===== config.mk =====
export PLATFORM = sky130hd
export DESIGN_NAME = playfair_digraph_cipher_unit
export DESIGN_NICKNAME = d
export VERILOG_FILES = /design/src/hdl/pfc_pkg.sv /design/src/hdl/pfc_key_store.sv /design/src/hdl/pfc_digraph_rule.sv /design/src/hdl/playfair_digraph_cipher_unit.sv
export SDC_FILE = /design/constraint.sdc
export NUM_CORES = 1
export LEC_CHECK = 0
export ABC_AREA = 1
export BUFFER_PORTS_ARGS = -buffer_cell sky130_fd_sc_hd__buf_4
export CELL_PAD_IN_SITES_DETAIL_PLACEMENT = 1
export CELL_PAD_IN_SITES_GLOBAL_PLACEMENT = 1
export CORE_AREA = 2 2 187 189
export CTS_CLUSTER_SIZE = 8
export DETAILED_ROUTE_END_ITERATION = 16
export DIE_AREA = 0 0 189 191
export PLACE_DENSITY_LB_ADDON = 0.1
export SKIP_CTS_REPAIR_TIMING = 1
export SLEW_MARGIN = 10
export SYNTH_ARGS = -nofsm -noshare
export SYNTH_HDL_FRONTEND = slang
export SYNTH_SLANG_ARGS = --single-unit

===== constraint.sdc =====
create_clock -name clk -period 6.3 [get_ports clk]
set_input_delay 0.945 -clock clk [delete_from_list [all_inputs] [get_ports clk]]
set_output_delay 0.945 -clock clk [all_outputs]
set_load 0.05 [all_outputs]

===== src/hdl/pfc_pkg.sv =====
// Shared types and constants for the Playfair digraph cipher unit.
`timescale 1ns / 1ps

package pfc_pkg;

  localparam int SQ_CELLS    = 25;
  localparam int NUM_LETTERS = 26;

  // Letter indexes, A = 0
  localparam logic [4:0] LTR_I = 5'd8;
  localparam logic [4:0] LTR_J = 5'd9;
  localparam logic [4:0] LTR_X = 5'd23;

  typedef enum logic [1:0] {OP_KEY, OP_KEY_END, OP_TEXT, OP_TEXT_END} pfc_op_t;

  typedef struct packed {
    logic [1:0] opcode;
    logic [7:0] char_code;
  } pfc_in_t;

  typedef struct packed {
    logic [6:0] letter;
    logic       pair_end;
  } pfc_out_t;

  // Request to the square builder: place one letter in the next free cell
  typedef struct packed {
    logic       en;
    logic [4:0] letter;
  } place_req_t;

endpackage


===== src/hdl/pfc_key_store.sv =====
// Key square and letter position memories with the shared letter placement unit.
`timescale 1ns / 1ps

module pfc_key_store (
  input  logic                clk,
  input  logic                rst,
  input  pfc_pkg::place_req_t place,
  input  logic [4:0]          sq_raddr,
  output logic [4:0]          sq_rdata,
  input  logic [4:0]          pl_raddr,
  output logic [4:0]          pl_rdata
);
  import pfc_pkg::*;

  logic [4:0]             key_square [SQ_CELLS];
  logic [4:0]             letter_place [NUM_LETTERS];
  logic [NUM_LETTERS-1:0] letter_used;
  logic [4:0]             fill_count;
  logic                   take;

  // Place only letters not yet in the square, and only while cells remain
  assign take = place.en && !letter_used[place.letter] && (fill_count < 5'(SQ_CELLS));

  always_ff @(posedge clk) begin
    if (take) begin
      key_square[fill_count]     <= place.letter;
      letter_place[place.letter] <= fill_count;
    end
    sq_rdata <= key_square[sq_raddr];
    pl_rdata <= letter_place[pl_raddr];
  end

  always_ff @(posedge clk) begin
    if (rst) begin
      letter_used <= '0;
      fill_count  <= '0;
    end else if (take) begin
      letter_used[place.letter] <= 1'b1;
      fill_count                <= fill_count + 5'd1;
    end
  end

  a_fill_bound: assert property (@(posedge clk) disable iff (rst)
    fill_count <= 5'(SQ_CELLS))
    else $error("fill count past square size");

  a_take_count: assert property (@(posedge clk) disable iff (rst)
    take |=> (fill_count == $past(fill_count) + 5'd1))
    else $error("placement did not advance fill count");

  a_take_mark: assert property (@(posedge clk) disable iff (rst)
    take |=> letter_used[$past(place.letter)])
    else $error("placed letter not marked used");

endmodule


===== src/hdl/pfc_digraph_rule.sv =====
// Row, column and rectangle rule: maps two square positions to the two result cells.
`timescale 1ns / 1ps

module pfc_digraph_rule (
  input  logic [4:0] pa,
  input  logic [4:0] pb,
  input  logic       dir,
  output logic [4:0] cx,
  output logic [4:0] cy
);

  function automatic logic [2:0] row_of(input logic [4:0] p);
    logic [2:0] r;
    if (p >= 5'd20)      r = 3'd4;
    else if (p >= 5'd15) r = 3'd3;
    else if (p >= 5'd10) r = 3'd2;
    else if (p >= 5'd5)  r = 3'd1;
    else                 r = 3'd0;
    return r;
  endfunction

  function automatic logic [4:0] cell_at(input logic [2:0] r, input logic [2:0] c);
    return {r, 2'b00} + {2'b00, r} + {2'b00, c};
  endfunction

  // one step along a row or column, wrapping mod 5; dir set steps back
  function automatic logic [2:0] step(input logic [2:0] v, input logic d);
    logic [2:0] n;
    if (d) n = (v == 3'd0) ? 3'd4 : v - 3'd1;
    else   n = (v == 3'd4) ? 3'd0 : v + 3'd1;
    return n;
  endfunction

  logic [2:0] ra, rb, ca, cb;
  logic [4:0] base_a, base_b;

  always_comb begin
    ra     = row_of(pa);
    rb     = row_of(pb);
    base_a = cell_at(ra, 3'd0);
    base_b = cell_at(rb, 3'd0);
    ca     = 3'(pa - base_a);
    cb     = 3'(pb - base_b);
    if (ra == rb) begin
      cx = cell_at(ra, step(ca, dir));
      cy = cell_at(rb, step(cb, dir));
    end else if (ca == cb) begin
      cx = cell_at(step(ra, dir), ca);
      cy = cell_at(step(rb, dir), cb);
    end else begin
      cx = cell_at(ra, cb);
      cy = cell_at(rb, ca);
    end
  end

endmodule


===== src/hdl/playfair_digraph_cipher_unit.sv =====
// Top level: Playfair cipher with key schedule, sequencer and output buffer.
//
//  channel  | signals                        | beat
//  ---------+--------------------------------+-------------------------------
//  in       | in_valid, in_ready, in_data    | opcode + char_code
//  out      | out_valid, out_ready, out_data | letter + pair_end
//  cfg      | cfg_wr_en, cfg_wr_data         | direction bit, no handshake
//
// Key bytes, text letters that open a pair and ignored items are taken in S_IDLE.
// End of key: the placement unit walks A..Z one letter a cycle.
// Text letter or end of text that closes a pair: S_RD_A, S_RD_B, S_CALC, S_SQ_Y,
// S_SQ_DONE, S_LOAD; one read port per memory (two position, two square reads).
// The pair is loaded only once both earlier letters have left the output buffer.
// Synchronous reset clears control state; memory contents are never used unwritten.
`timescale 1ns / 1ps

module playfair_digraph_cipher_unit (
  input  logic             clk,
  input  logic             rst,
  input  logic             in_valid,
  output logic             in_ready,
  input  pfc_pkg::pfc_in_t in_data,
  output logic             out_valid,
  input  logic             out_ready,
  output pfc_pkg::pfc_out_t out_data,
  input  logic             cfg_wr_en,
  input  logic             cfg_wr_data
);
  import pfc_pkg::*;

  typedef enum logic [2:0] {
    S_IDLE, S_FILL, S_RD_A, S_RD_B, S_CALC, S_SQ_Y, S_SQ_DONE, S_LOAD
  } state_t;

  state_t     state;
  logic       direction;
  logic       key_ready;
  logic       held_valid;
  logic [4:0] held_letter;
  logic [4:0] b_letter;
  logic [4:0] walk;
  logic [4:0] pa_reg;
  logic [4:0] cy_reg;
  logic [4:0] x_reg;
  logic [4:0] y_reg;
  logic [4:0] slot0;
  logic [4:0] slot1;
  logic [1:0] ob_count;

  logic       in_accept;
  logic       fold_ok;
  logic [4:0] fold_raw;
  logic [4:0] fold_idx;
  place_req_t place;
  logic [4:0] sq_raddr, sq_rdata;
  logic [4:0] pl_raddr, pl_rdata;
  logic [4:0] cx, cy;
  logic [4:0] out_sel;

  assign in_ready  = (state == S_IDLE);
  assign in_accept = in_valid && in_ready;

  // A..Z and a..z share low bits 1..26 in the 0x40 and 0x60 groups
  always_comb begin
    fold_raw = in_data.char_code[4:0] - 5'd1;
    fold_ok  = ((in_data.char_code[7:5] == 3'b010) || (in_data.char_code[7:5] == 3'b011))
               && (in_data.char_code[4:0] != 5'd0) && (in_data.char_code[4:0] <= 5'd26);
    fold_idx = (fold_raw == LTR_J) ? LTR_I : fold_raw;
  end

  always_comb begin
    if (state == S_FILL) begin
      place.en     = (walk != LTR_J);
      place.letter = walk;
    end else begin
      place.en     = in_accept && (in_data.opcode == OP_KEY) && !key_ready && fold_ok;
      place.letter = fold_idx;
    end
  end

  assign pl_raddr = (state == S_RD_A) ? held_letter : b_letter;
  assign sq_raddr = (state == S_CALC) ? cx : cy_reg;

  pfc_key_store u_store (
    .clk      (clk),
    .rst      (rst),
    .place    (place),
    .sq_raddr (sq_raddr),
    .sq_rdata (sq_rdata),
    .pl_raddr (pl_raddr),
    .pl_rdata (pl_rdata)
  );

  // in S_CALC the position read returns the second letter's cell
  pfc_digraph_rule u_rule (
    .pa  (pa_reg),
    .pb  (pl_rdata),
    .dir (direction),
    .cx  (cx),
    .cy  (cy)
  );

  always_ff @(posedge clk) begin
    if (rst) begin
      state      <= S_IDLE;
      direction  <= 1'b0;
      key_ready  <= 1'b0;
      held_valid <= 1'b0;
      ob_count   <= 2'd0;
      walk       <= 5'd0;
    end else begin
      if (cfg_wr_en) direction <= cfg_wr_data;
      if (out_valid && out_ready) ob_count <= ob_count - 2'd1;
      unique case (state)
        S_IDLE: begin
          if (in_valid) begin
            unique case (in_data.opcode)
              OP_KEY: begin
                // placement happens in the store this cycle
              end
              OP_KEY_END: begin
                if (!key_ready) begin
                  walk  <= 5'd0;
                  state <= S_FILL;
                end
              end
              OP_TEXT: begin
                if (key_ready && fold_ok) begin
                  if (!held_valid) begin
                    held_letter <= fold_idx;
                    held_valid  <= 1'b1;
                  end else begin
                    b_letter   <= fold_idx;
                    held_valid <= 1'b0;
                    state      <= S_RD_A;
                  end
                end
              end
              OP_TEXT_END: begin
                if (key_ready && held_valid) begin
                  b_letter   <= LTR_X;
                  held_valid <= 1'b0;
                  state      <= S_RD_A;
                end
              end
            endcase
          end
        end
        S_FILL: begin
          walk <= walk + 5'd1;
          if (walk == 5'(NUM_LETTERS - 1)) begin
            key_ready <= 1'b1;
            state     <= S_IDLE;
          end
        end
        S_RD_A: state <= S_RD_B;
        S_RD_B: begin
          pa_reg <= pl_rdata;
          state  <= S_CALC;
        end
        S_CALC: begin
          cy_reg <= cy;
          state  <= S_SQ_Y;
        end
        S_SQ_Y: begin
          x_reg <= sq_rdata;
          state <= S_SQ_DONE;
        end
        S_SQ_DONE: begin
          y_reg <= sq_rdata;
          state <= S_LOAD;
        end
        S_LOAD: begin
          if (ob_count == 2'd0) begin
            slot0    <= x_reg;
            slot1    <= y_reg;
            ob_count <= 2'd2;
            state    <= S_IDLE;
          end
        end
        default: state <= S_IDLE;
      endcase
    end
  end

  assign out_valid         = (ob_count != 2'd0);
  assign out_sel           = (ob_count == 2'd2) ? slot0 : slot1;
  assign out_data.letter   = 7'd65 + {2'b00, out_sel};
  assign out_data.pair_end = ob_count[0];

  a_load_full: assert property (@(posedge clk) disable iff (rst)
    (state == S_LOAD && ob_count == 2'd0) |=> (ob_count == 2'd2 && state == S_IDLE))
    else $error("pair not loaded into empty output buffer");

  a_fill_before_key: assert property (@(posedge clk) disable iff (rst)
    (state == S_FILL) |-> !key_ready)
    else $error("fill walk running with key already complete");

  a_pair_needs_key: assert property (@(posedge clk) disable iff (rst)
    (state == S_RD_A) |-> (key_ready && !held_valid))
    else $error("pair lookup started without a finished key");

endmodule

==> impl_metrics.yaml <==
critical_path:
  end_kind: "register"
  cp.required_ps: 6730
  crit_path_top_delay_cell: "fa_1"
  cp_slowest_stage_delay_ps: 610
  worstPathMaxFanout: 15
  arrival_ps: 5800
  start_kind: "register"
  critPathMostFrequentCell: "nand2_1"
  reg2reg_depth: 28
  worstSetupPathType: "reg2reg"
status:
  status: "complete, no violations"
route:
  finalWirelength_mm: 43.9
  dr.pass1.iters: 5
  drc: 0
  ant_nets: 0
  drtIter0Drc: 715
  viasPerCell: 5.52
  vias: 12300
  routedWlPerCell_microns: 19.8
logic_synthesis:
  synth-seq-cells: 349
  synth_flop_cell: "edfxtp_1"
  seq_area_frac_synth_pct: 58.8
  syn_nets: 1783
  yosys_warnings: 0
  avgSynthCellArea_sq_um: 9.89
  async_reset_ff_share_pct: 0
  synthCells: 1709
  netlist-cell-type-count: 49
  syn_area_sq_um: 16900
  synth-edff-count: 295
place:
  dp_slack_ps: 925
  gp_congestion: 0.815
  post-dp-hpwl_mm: 28.9
  io_buffers: 23
  dp_cells: 2134
  placed_cell_area_sq_um: 17500
clocking:
  clk_pin_slew_ps: 50
  clk_path_buf_depth: 3
  cts_buffers: 49
  cts_tree: "built"
  cts.sinks: 349
  cts_htree_levels: 2
  clk-insertion-delay-late_ps: 560
  cts-root-buf: "clkbuf_16"
timing:
  fin_tns_setup_ps: 0
  fin_ws_ps: 931
  finalSetupViolCount: 0
  report.final.hold_viol_count: 0
  post-route-period-util_pct: 85.2
  fmax_mhz: 186
  slew_headroom_pct: 25.9
  fin_skew_ps: 19.0
  worstMarginPinSlew_ps: 1110
  period_needed_ps: 5370
  drv_slew: 0
  rsz0062_at_grt: "no"
global_routing:
  grt_pass1_vias: 12900
  grt.overflow.total: 0
  antenna_found_initial: 0
  grt_start_max_net_pins: 67
  grt_usage_pct: 24.9
  grt_pass1_wl_mm: 69.8
floorplanning:
  pin_count: 26
  initial_utilization_pct: 49.6
  die-area_sq_um: 36100
  fp.coreArea_sq_um: 34100
  die_w_microns: 189
  fp.dieH_microns: 191
  rows: 68
cells_and_area:
  design_area_sq_um: 18900
  final_cell_count_no_fill: 2223
  num-nets-final: 1804
  reg_top3: "u_store.letter_place x130, u_store.key_square x125, u_store.letter_used x26"
  final_util_pct: 55.4
  area_growth_syn_to_layout_pct: 11.8
  largest-register: "u_store.letter_place"
  largest_register_ffs: 130
  drive_above_1_share_pct: 9.16
  antennaDiodeCount: 0
pwr:
  power_density_nw_per_um2: 320
  p_leak_nw: 7.40
  ir_drop_uv: 252
run:
  drv_cap: 0
min_path:
  hold_depth: 0
  min_path_type: "reg2reg"
## final cells by class
cell class / count / area, sq um
timing repair buffer: 45 / 350
tap: 455 / 569
multi-input combinational: 1063 / 5800
fill: 3777 / 15200
clock buffer: 85 / 1360
inverter: 222 / 836
clock inverter: 4 / 45.0
sequential: 349 / 9940
## stage by stage
stage,total power (W),hold WS [ps]
floorplan,0.00337,400
global placement,0.00364,404
detailed placement,0.00368,410
CTS,0.00609,421
global route,0.00632,426
finish,0.00604,419
## metal layers
layer  up-vias  wire (microns)  share of wire, %  track usage, %
li1       5863               -                 -               -
met4         0            1170               2.7            8.20
met5         -               0                 0               0
met3        67            1500               3.4            3.19
met2       225           22400                51            44.4
met1      6123           18900                43            31.3
## cells by family (layout without fill, tap and decap cells)
family / Yosys count / in the layout / synth area share, %
AOI/OAI and AO/OA: 258 / 258 / 8.95
xor gates and xnor gates: 24 / 24 / 1.29
adders and majority gates: 58 / 58 / 4.74
buffers and inverters: 297 / 356 / 7.04
DFF: 349 / 349 / 58.8
muxes: 7 / 7 / 0.444
other: 1 / 1 / 0.0222
and+or+nand+nor: 715 / 715 / 18.7
## cell usage in the layout (no fill, tap or decap), drive strengths merged, types with 22 or more instances in the layout
master,n
edfxtp,295
buf,45
nand2,281
clkbuf,85
inv,221
dfxtp,54
nor2,186
nand3,209
o21ai,120
o221ai,22
a21oi,65
ha,48
## Yosys cell counts, types with 3 or more instances
cell	number	share of area [%]
a22oi_1	7	0.31
o21ai_2	6	0.31
buf_4	9	0.40
fa_1	10	1.2
clkbuf_1	40	0.89
nor2_2	4	0.15
a31oi_1	4	0.15
o21ai_0	109	3.2
nand2_1	267	5.9
edfxtp_1	295	52
buf_2	25	0.74
o211ai_1	6	0.27
ha_1	48	3.6
o21bai_1	13	0.58
inv_1	203	4.5
dfxtp_1	54	6.4
nor2_1	177	3.9
xnor2_1	9	0.47
o221ai_1	22	1.1
or2_2	5	0.19
nand4_1	4	0.15
nand2_2	12	0.44
a21oi_1	63	1.9
o21ai_1	5	0.15
o22ai_1	12	0.44
nand3_1	208	6.2
nand3b_1	18	0.80
mux2i_1	3	0.18
nor3_1	8	0.24
mux2_2	4	0.27
inv_2	16	0.36
o21a_1	4	0.18
xor2_1	14	0.73
nor2_4	5	0.33
## path summary, 6_finish.rpt
path	from	endpoint	slack, ps
max	pa_reg[2]$_DFFE_PP_	u_store.sq_rdata[0]$_DFF_P_	930
min	y_reg[2]$_DFFE_PP_	slot1[2]$_DFFE_PP_	420
max reg2reg	pa_reg[2]$_DFFE_PP_	u_store.sq_rdata[0]$_DFF_P_	930
min reg2reg	y_reg[2]$_DFFE_PP_	slot1[2]$_DFFE_PP_	420
## power by group
part	switching, W	internal [W]	total (W)
logic	0.000699	0.000325	0.00102
clock network	0.000953	0.00145	0.00240
registers	0.0000298	0.00258	0.00261
total	0.00168	0.00436	0.00604
## worst max-delay path: cells and delay by family, from the launching register on
| kind | cells | cell delay [ps] |
|---|---|---|
| flops | 1 | 470 |
| buf+inv | 5 | 760 |
| compound gates | 2 | 210 |
| fa+ha+maj | 6 | 1850 |
| xor+xnor | 1 | 160 |
| simple gates | 14 | 1790 |
No activity file was read; power rests on OpenSTA's default activity.
